File: config.mk
export PLATFORM = sky130hd
export DESIGN_NAME = ack_retransmit_controller
export DESIGN_NICKNAME = d
export VERILOG_FILES = /design/src/arc_pkg.sv /design/src/arc_cfg_regs.sv /design/src/arc_core.sv /design/src/ack_retransmit_controller.sv
export SDC_FILE = /design/constraint.sdc
export NUM_CORES = 1
export LEC_CHECK = 0
export ABC_CLOCK_PERIOD_IN_PS = 5300
export CAP_MARGIN = 40
export CORE_MARGIN = 4
export CORE_UTILIZATION = 60
export CTS_BUF_LIST = sky130_fd_sc_hd__clkbuf_16
export CTS_CLUSTER_DIAMETER = 80
export CTS_CLUSTER_SIZE = 16
export DETAILED_ROUTE_END_ITERATION = 8
export DONT_BUFFER_PORTS = 1
export HOLD_SLACK_MARGIN = 0.02
export PLACE_DENSITY = 0.76
export SLEW_MARGIN = 20
export SYNTH_ARGS = -nofsm -noshare
export SYNTH_HDL_FRONTEND = slang
export SYNTH_SLANG_ARGS = --single-unit
File: constraint.sdc
create_clock -name clk_i -period 5.3 [get_ports clk_i]
set_input_delay 1.06 -clock clk_i [delete_from_list [all_inputs] [get_ports clk_i]]
set_output_delay 1.06 -clock clk_i [all_outputs]
set_load 0.02 [all_outputs]
File: src/arc_pkg.sv
// ============================================================================
// arc_pkg
// Shared types and codes for the acknowledge and retransmit controller.
// ============================================================================
`default_nettype none

package arc_pkg;

  typedef enum logic [1:0] {
    OP_SUBMIT = 2'd0,
    OP_TICK   = 2'd1,
    OP_POLL   = 2'd2,
    OP_RESP   = 2'd3
  } arc_op_e;

  localparam logic [1:0] ST_FREE    = 2'd0;
  localparam logic [1:0] ST_PENDING = 2'd1;
  localparam logic [1:0] ST_AWAIT   = 2'd2;

  localparam logic [7:0] FUNC_ACK_LO   = 8'h01;
  localparam logic [7:0] FUNC_NOACK_LO = 8'h02;
  localparam logic [7:0] FUNC_NOACK_HI = 8'h03;
  localparam logic [7:0] FUNC_ACK_HI   = 8'h04;

  localparam logic [7:0] RESP_OK  = 8'h00;
  localparam logic [7:0] RESP_ERR = 8'h02;

  localparam logic [1:0] CFG_MAX_RETRIES      = 2'd0;
  localparam logic [1:0] CFG_RESPONSE_TIMEOUT = 2'd1;
  localparam logic [1:0] CFG_HEADER_LENGTH    = 2'd2;

  localparam logic [7:0]  RST_MAX_RETRIES      = 8'd3;
  localparam logic [15:0] RST_RESPONSE_TIMEOUT = 16'd100;
  localparam logic [7:0]  RST_HEADER_LENGTH    = 8'd8;

  typedef struct packed {
    logic [7:0]  max_retries;
    logic [15:0] response_timeout;
    logic [7:0]  header_length;
  } arc_cfg_t;

  typedef struct packed {
    arc_op_e     operation;
    logic [7:0]  func_code;
    logic [7:0]  resp_code;
    logic [7:0]  command_code;
    logic [15:0] seq_number;
    logic [7:0]  payload_length;
    logic        link_ok;
  } arc_item_t;

  typedef struct packed {
    logic        accepted;
    logic        send_now;
    logic [7:0]  out_func;
    logic [7:0]  out_resp;
    logic [7:0]  out_command;
    logic [15:0] out_seq;
    logic [8:0]  send_length;
    logic [1:0]  buffer_status;
    logic [7:0]  retries_remaining;
  } arc_result_t;

endpackage

`default_nettype wire

File: src/arc_cfg_regs.sv
// ============================================================================
// arc_cfg_regs
// Configuration registers, written through a valid/ready channel.
// ============================================================================
`default_nettype none

module arc_cfg_regs (
  input  wire logic              clk_i,
  input  wire logic              rst_ni,
  input  wire logic              cfg_valid_i,
  output logic                   cfg_ready_o,
  input  wire logic [1:0]        cfg_index_i,
  input  wire logic [15:0]       cfg_data_i,
  output arc_pkg::arc_cfg_t      cfg_o
);
  import arc_pkg::*;

  logic [7:0]  max_retries_q;
  logic [15:0] response_timeout_q;
  logic [7:0]  header_length_q;

  assign cfg_ready_o = 1'b1;

  always_ff @(posedge clk_i or negedge rst_ni) begin
    if (!rst_ni) begin
      max_retries_q      <= RST_MAX_RETRIES;
      response_timeout_q <= RST_RESPONSE_TIMEOUT;
      header_length_q    <= RST_HEADER_LENGTH;
    end else if (cfg_valid_i) begin
      case (cfg_index_i)
        CFG_MAX_RETRIES:      max_retries_q      <= cfg_data_i[7:0];
        CFG_RESPONSE_TIMEOUT: response_timeout_q <= cfg_data_i;
        CFG_HEADER_LENGTH:    header_length_q    <= cfg_data_i[7:0];
        default: ;
      endcase
    end
  end

  assign cfg_o.max_retries      = max_retries_q;
  assign cfg_o.response_timeout = response_timeout_q;
  assign cfg_o.header_length    = header_length_q;

endmodule

`default_nettype wire

File: src/arc_core.sv
// ============================================================================
// arc_core
// Buffer state, retry and timeout tracking; computes one result per item.
// ============================================================================
`default_nettype none

module arc_core (
  input  wire logic              clk_i,
  input  wire logic              rst_ni,
  input  wire logic              fire_i,
  input  wire arc_pkg::arc_item_t item_i,
  input  wire arc_pkg::arc_cfg_t  cfg_i,
  output arc_pkg::arc_result_t   result_o
);
  import arc_pkg::*;

  logic [1:0]  status_q, status_d;
  logic        need_ack_q, need_ack_d;
  logic [7:0]  retry_q, retry_d;
  logic [15:0] timeout_q, timeout_d;
  logic        error_q, error_d;
  logic [7:0]  func_q, func_d;
  logic [7:0]  resp_q, resp_d;
  logic [7:0]  command_q, command_d;
  logic [15:0] seq_q, seq_d;
  logic [7:0]  length_q, length_d;
  logic        accepted;
  logic        send_now;

  always_comb begin
    status_d   = status_q;
    need_ack_d = need_ack_q;
    retry_d    = retry_q;
    timeout_d  = timeout_q;
    error_d    = error_q;
    func_d     = func_q;
    resp_d     = resp_q;
    command_d  = command_q;
    seq_d      = seq_q;
    length_d   = length_q;
    accepted   = 1'b0;
    send_now   = 1'b0;
    case (item_i.operation)
      OP_SUBMIT: begin
        if (status_q == ST_FREE) begin
          func_d    = item_i.func_code;
          resp_d    = item_i.resp_code;
          command_d = item_i.command_code;
          seq_d     = item_i.seq_number;
          length_d  = item_i.payload_length;
          if (item_i.func_code inside {FUNC_ACK_LO, FUNC_ACK_HI}) begin
            need_ack_d = 1'b1;
          end else if (item_i.func_code inside {FUNC_NOACK_LO, FUNC_NOACK_HI}) begin
            need_ack_d = 1'b0;
          end
          retry_d   = cfg_i.max_retries;
          timeout_d = cfg_i.response_timeout;
          status_d  = ST_PENDING;
          error_d   = 1'b0;
          accepted  = 1'b1;
        end
      end
      OP_TICK: begin
        if (status_q == ST_AWAIT && timeout_q != 16'd0) begin
          timeout_d = timeout_q - 16'd1;
        end
      end
      OP_POLL: begin
        if (status_q == ST_PENDING) begin
          send_now = 1'b1;
          if (item_i.link_ok) begin
            status_d = need_ack_q ? ST_AWAIT : ST_FREE;
          end
        end else if (status_q == ST_AWAIT) begin
          if (timeout_q == 16'd0 || error_q) begin
            if (retry_q != 8'd0) begin
              send_now = 1'b1;
              if (item_i.link_ok) begin
                error_d   = 1'b0;
                timeout_d = cfg_i.response_timeout;
                retry_d   = retry_q - 8'd1;
              end
            end else begin
              status_d = ST_FREE;
            end
          end
        end
      end
      OP_RESP: begin
        if (status_q == ST_AWAIT) begin
          if (item_i.resp_code == RESP_OK) begin
            if (item_i.command_code == command_q && item_i.seq_number == seq_q) begin
              status_d = ST_FREE;
            end
          end else if (item_i.resp_code == RESP_ERR) begin
            error_d = 1'b1;
          end
        end
      end
      default: ;
    endcase
  end

  always_ff @(posedge clk_i or negedge rst_ni) begin
    if (!rst_ni) begin
      status_q   <= ST_FREE;
      need_ack_q <= 1'b0;
      retry_q    <= 8'd0;
      timeout_q  <= 16'd0;
      error_q    <= 1'b0;
      func_q     <= 8'd0;
      resp_q     <= 8'd0;
      command_q  <= 8'd0;
      seq_q      <= 16'd0;
      length_q   <= 8'd0;
    end else if (fire_i) begin
      status_q   <= status_d;
      need_ack_q <= need_ack_d;
      retry_q    <= retry_d;
      timeout_q  <= timeout_d;
      error_q    <= error_d;
      func_q     <= func_d;
      resp_q     <= resp_d;
      command_q  <= command_d;
      seq_q      <= seq_d;
      length_q   <= length_d;
    end
  end

  assign result_o.accepted          = accepted;
  assign result_o.send_now          = send_now;
  assign result_o.out_func          = func_d;
  assign result_o.out_resp          = resp_d;
  assign result_o.out_command       = command_d;
  assign result_o.out_seq           = seq_d;
  assign result_o.send_length       = {1'b0, length_d} + {1'b0, cfg_i.header_length};
  assign result_o.buffer_status     = status_d;
  assign result_o.retries_remaining = retry_d;

  a_submit_takes_buffer : assert property (@(posedge clk_i) disable iff (!rst_ni)
    fire_i && accepted |=> status_q == ST_PENDING)
    else $error("accepted submit did not leave the buffer pending");

  a_send_needs_busy : assert property (@(posedge clk_i) disable iff (!rst_ni)
    send_now |-> status_q != ST_FREE)
    else $error("send requested while the buffer is free");

  a_state_holds_idle : assert property (@(posedge clk_i) disable iff (!rst_ni)
    !fire_i |=> $stable(status_q) && $stable(timeout_q) && $stable(retry_q))
    else $error("tracker state changed without an item");

endmodule

`default_nettype wire

File: src/ack_retransmit_controller.sv
// ============================================================================
// ack_retransmit_controller
// Stop-and-wait transmit tracker for one outgoing packet.
// ============================================================================
// Usage:
//   Items enter on the s_axis group: tuser carries the operation (submit,
//   tick, transmit poll, response) and tdata the header fields. Every item
//   yields exactly one result on the m_axis group with the flags and the
//   stored header after the update.
//   An accepted item is registered in the input register, then processed and
//   placed in the output register once that register is free or draining.
//   A new item is taken every cycle while results keep moving.
//   When m_axis_tready is low the output register holds its result and the
//   input register keeps one item waiting; s_axis_tready then goes low
//   until the output drains.
//   The cfg channel is always ready and writes max_retries, response_timeout
//   and header_length by index; write it only while no item is in flight.
//   Reset frees the buffer, clears the stored header and loads the register
//   defaults of 3 retries, a timeout of 100 ticks and a header of 8 bytes.
// ============================================================================
`default_nettype none

module ack_retransmit_controller (
  input  wire logic        clk_i,
  input  wire logic        rst_ni,
  input  wire logic        s_axis_tvalid,
  output logic             s_axis_tready,
  // [7:0] func_code, [15:8] resp_code, [23:16] command_code,
  // [39:24] seq_number, [47:40] payload_length, [48] link_ok, rest zero
  input  wire logic [55:0] s_axis_tdata,
  // [1:0] operation
  input  wire logic [1:0]  s_axis_tuser,
  output logic             m_axis_tvalid,
  input  wire logic        m_axis_tready,
  // [0] accepted, [1] send_now, [9:2] out_func, [17:10] out_resp,
  // [25:18] out_command, [41:26] out_seq, [50:42] send_length,
  // [52:51] buffer_status, [60:53] retries_remaining, rest zero
  output logic [63:0]      m_axis_tdata,
  input  wire logic        cfg_valid_i,
  output logic             cfg_ready_o,
  input  wire logic [1:0]  cfg_index_i,
  input  wire logic [15:0] cfg_data_i
);
  import arc_pkg::*;

  arc_cfg_t    cfg;
  arc_item_t   item_q;
  logic        in_valid_q;
  logic        out_valid_q;
  arc_result_t result;
  arc_result_t result_q;
  logic        fire;

  arc_cfg_regs u_cfg (
    .clk_i       (clk_i),
    .rst_ni      (rst_ni),
    .cfg_valid_i (cfg_valid_i),
    .cfg_ready_o (cfg_ready_o),
    .cfg_index_i (cfg_index_i),
    .cfg_data_i  (cfg_data_i),
    .cfg_o       (cfg)
  );

  assign fire          = in_valid_q && (!out_valid_q || m_axis_tready);
  assign s_axis_tready = !in_valid_q || fire;

  always_ff @(posedge clk_i or negedge rst_ni) begin
    if (!rst_ni) begin
      in_valid_q <= 1'b0;
    end else if (s_axis_tready) begin
      in_valid_q <= s_axis_tvalid;
    end
  end

  always_ff @(posedge clk_i) begin
    if (s_axis_tready && s_axis_tvalid) begin
      item_q.operation      <= arc_op_e'(s_axis_tuser);
      item_q.func_code      <= s_axis_tdata[7:0];
      item_q.resp_code      <= s_axis_tdata[15:8];
      item_q.command_code   <= s_axis_tdata[23:16];
      item_q.seq_number     <= s_axis_tdata[39:24];
      item_q.payload_length <= s_axis_tdata[47:40];
      item_q.link_ok        <= s_axis_tdata[48];
    end
  end

  arc_core u_core (
    .clk_i    (clk_i),
    .rst_ni   (rst_ni),
    .fire_i   (fire),
    .item_i   (item_q),
    .cfg_i    (cfg),
    .result_o (result)
  );

  always_ff @(posedge clk_i or negedge rst_ni) begin
    if (!rst_ni) begin
      out_valid_q <= 1'b0;
    end else if (fire) begin
      out_valid_q <= 1'b1;
    end else if (m_axis_tready) begin
      out_valid_q <= 1'b0;
    end
  end

  always_ff @(posedge clk_i) begin
    if (fire) begin
      result_q <= result;
    end
  end

  assign m_axis_tvalid = out_valid_q;
  assign m_axis_tdata  = {3'b000,
                          result_q.retries_remaining,
                          result_q.buffer_status,
                          result_q.send_length,
                          result_q.out_seq,
                          result_q.out_command,
                          result_q.out_resp,
                          result_q.out_func,
                          result_q.send_now,
                          result_q.accepted};

endmodule

`default_nettype wire

==> out/results.ini <==
[run_status]
status=complete, no violations

[timing]
timing.fmax_ghz=0.295
slew_viol_final=0
finalHoldWorstSlack_ns=0.275
timing_hold_violations_final=0
min_period_ns=3.39
fin_tns_setup_ns=0
post-route-period-util=0.639
max-slew-margin-rel=0.426
setup_viol=0
rsz0062_at_grt=false
worst_pin_slew_ns=0.859
clock_skew_ns=0.0175

[global_routing]
grt_max_degree=111
grt_usage=0.227
grt_pass1_vias=6155
grt_antenna_before_repair=1
grt_first_pass_wirelength_um=33100
grt-ovfl-total=0

[min_path]
min_path_type=in -> async

[critical_path]
r2r_slack_ns=1.91
crit_type=reg -> reg
crit_path_top_delay_cell=nor4_2
path_max_fanout=34
timing.rr.end=m_axis_tdata[49]$_DFFE_PP_
crit_path_end_kind=register
arrival_ns=3.61
critPathRequiredTime_ns=5.53
critical_path.top_delay_family=compound AO/OA/AOI/OAI gates
critPathBufInv=1
max_stage_delay_ns=0.67
reg2reg_from=item_q[49]$_DFFE_PP_
start_kind=register
reg2reg_depth=10
cp_cell_sequence=buf_4 > nor4_2 > mux2_2 > ha_1 > a21o_1 > a21oi_1 > nor2b_1 > o21a_1 > o41a_1 > xor2_1
worstSetupPathDepth=10

[floorplan]
fp.dieW_um=136
initial_core_util=0.619
num_io_pins=148
rows=46
fp.coreArea_um2=16000
die_area_um2=18600
die_y_um=136

[clocking]
insertion_delay_ns=0.49
cts-htree-levels=1
ctsHoldBuffers=0
clockRootBuffer=clkbuf_16
cts.clk_slew.worst_paths_ns=0.07
cts_tree=yes
ctsResizeCount=0
cts_setup_buffers=0
cts_made_buffers=17
clock_sinks=222
clock_path_buffers=3

[placement]
routabilityCongestion=0.935
dp.final_hpwl_um=14000
placed_area_um2=10100
io_buffers=0

[synthesis]
netlist_instances=731
synth_compound_area_frac=0.0841
yosysTopAreaCellShare=0.340
synth_top_flop_cell=edfxtp_1
ys_seq_area_frac=0.619
synth_edf_count=112
yosys.area_share.simple=0.0852
synth-async-reset-ratio=0.495
syn_area_um2=9900
synth_fa_ha_area_frac=0.0147
synth_top_family_by_area=multiplexers
synth.area.top_cells=edfxtp_1, dfrtp_1, mux2_2
synthXorXnorAreaFrac=0.0265
yosys.area.top_type=edfxtp_1
ys_warn_count=0
synth_area_per_cell_um2=13.5
ys_ff_latch=222
muxShareOfSynthArea=0.149
yosys.cell_types.count=71

[drt]
wl_per_cell_um=21.8
drt_iter0_drc=418
num_vias=6037
finalWirelength_um=20800
met1_length_um=8420
met3WireLength_um=1620
drc=0
routed.top_layer=met5
ant_nets=0
wl_met2_um=10300
drtPass1Iterations=7
vias_per_cell=6.33

[power]
max-vdd-ir-drop_v=0.000439
leakage_nw=3.94
power_mw=5.25
powerDensity_nw_per_um2=496

[finish]
antenna_cells=0
final_cell_mix=edfxtp_1, dfrtp_1, mux2_2, a21oi_1, nor2_1
mostFrequentLayoutCell=edfxtp_1
n_fill_cell=1164
area_growth_pct=7.09
nets=820
drive_above_1_share=0.201
design_area_um2=10600

[run]
drv_cap=0

[routing by layer]
metal | GRT usage | up-vias
met3 | 0.0633 | 42
met1 | 0.297 | 3006
met4 | 0.0571 | 2
met2 | 0.378 | 235
li1 | - | 2752
met5 | 0 | -
[Yosys cell counts (12+ instances only)]
cell,n
o21ai_0,18
xnor2_1,20
clkbuf_1,23
dfrtp_1,104
nand3_1,12
nor3_1,12
inv_1,13
nand4_1,14
mux2_1,29
nor4_1,12
nand2_1,29
a21oi_1,44
nor2_1,38
mux2_2,100
edfxtp_1,112
[logic make-up (layout without fill, tap and decap cells)]
group / after synthesis / after routing
and+or+nand+nor: 156 / 156
muxes: 131 / 131
xor gates and xnor gates: 30 / 30
other: 2 / 4
buffers and inverters: 49 / 54
AOI/OAI and AO/OA: 130 / 130
DFF: 222 / 222
adders and majority gates: 11 / 11
[flip-flops by register name (all words and copies together), names as in the netlist]
register	count
in_valid_q	1
item_q	51
m_axis_tdata	61
m_axis_tvalid	1
u_cfg.header_length_q	8
u_cfg.max_retries_q	8
u_cfg.response_timeout_q	16
u_core.command_q	8
u_core.error_q	1
u_core.func_q	8
u_core.length_q	8
u_core.need_ack_q	1
u_core.resp_q	8
u_core.retry_q	8
u_core.seq_q	16
u_core.status_q	2
u_core.timeout_q	16
[stage by stage]
step           setup WS, ns  std cells   util
2_1_floorplan          1.73        733      -
3_3_place_gp           1.74        923  0.631
3_5_place_dp           1.70        923  0.631
4_1_cts                1.66        952  0.661
5_1_grt                1.73        954  0.662
6_report               1.91        954  0.662
[how the worst max path moves through the flow]
stage                                               start                         endpoint  slack, ns
after global routing      u_core.timeout_q[1]$_DFFE_PN0P_  u_core.timeout_q[0]$_DFFE_PN0P_       1.73
after floorplan            u_core.status_q[0]$_DFFE_PN0P_       m_axis_tdata[49]$_DFFE_PP_       1.73
after global placement               item_q[50]$_DFFE_PP_       m_axis_tdata[49]$_DFFE_PP_       1.74
final                                item_q[49]$_DFFE_PP_       m_axis_tdata[49]$_DFFE_PP_       1.91
after CTS                            item_q[50]$_DFFE_PP_       m_axis_tdata[49]$_DFFE_PP_       1.66
after detailed placement             item_q[50]$_DFFE_PP_       m_axis_tdata[49]$_DFFE_PP_       1.70
[layout make-up]
cell class,instances,area [um2],share of cell area
clock buffers,17,425,0.0401
clock inverters,12,50.0,0.00472
well taps,216,270,0.0255
inverters,14,52.6,0.00496
repair buffers,11,93.8,0.00885
flip-flops and latches,222,6120,0.578
multi-input cells,462,3580,0.338
[worst reg2reg max path, delay by kind of cell (launching register included)]
kind	cells	cell delay, ns
compound gates	4	0.89
xor+xnor	1	0.14
fa+ha+maj	1	0.28
buf+inv	1	0.25
flops	1	0.36
mux	1	0.44
simple gates	2	0.76
[report_power, final]
part	switching, mW	internal, mW
clock network	0.562	0.583
registers	0.528	2.39
logic	0.547	0.642
total	1.64	3.62
No activity file was read; power rests on OpenSTA's default activity.
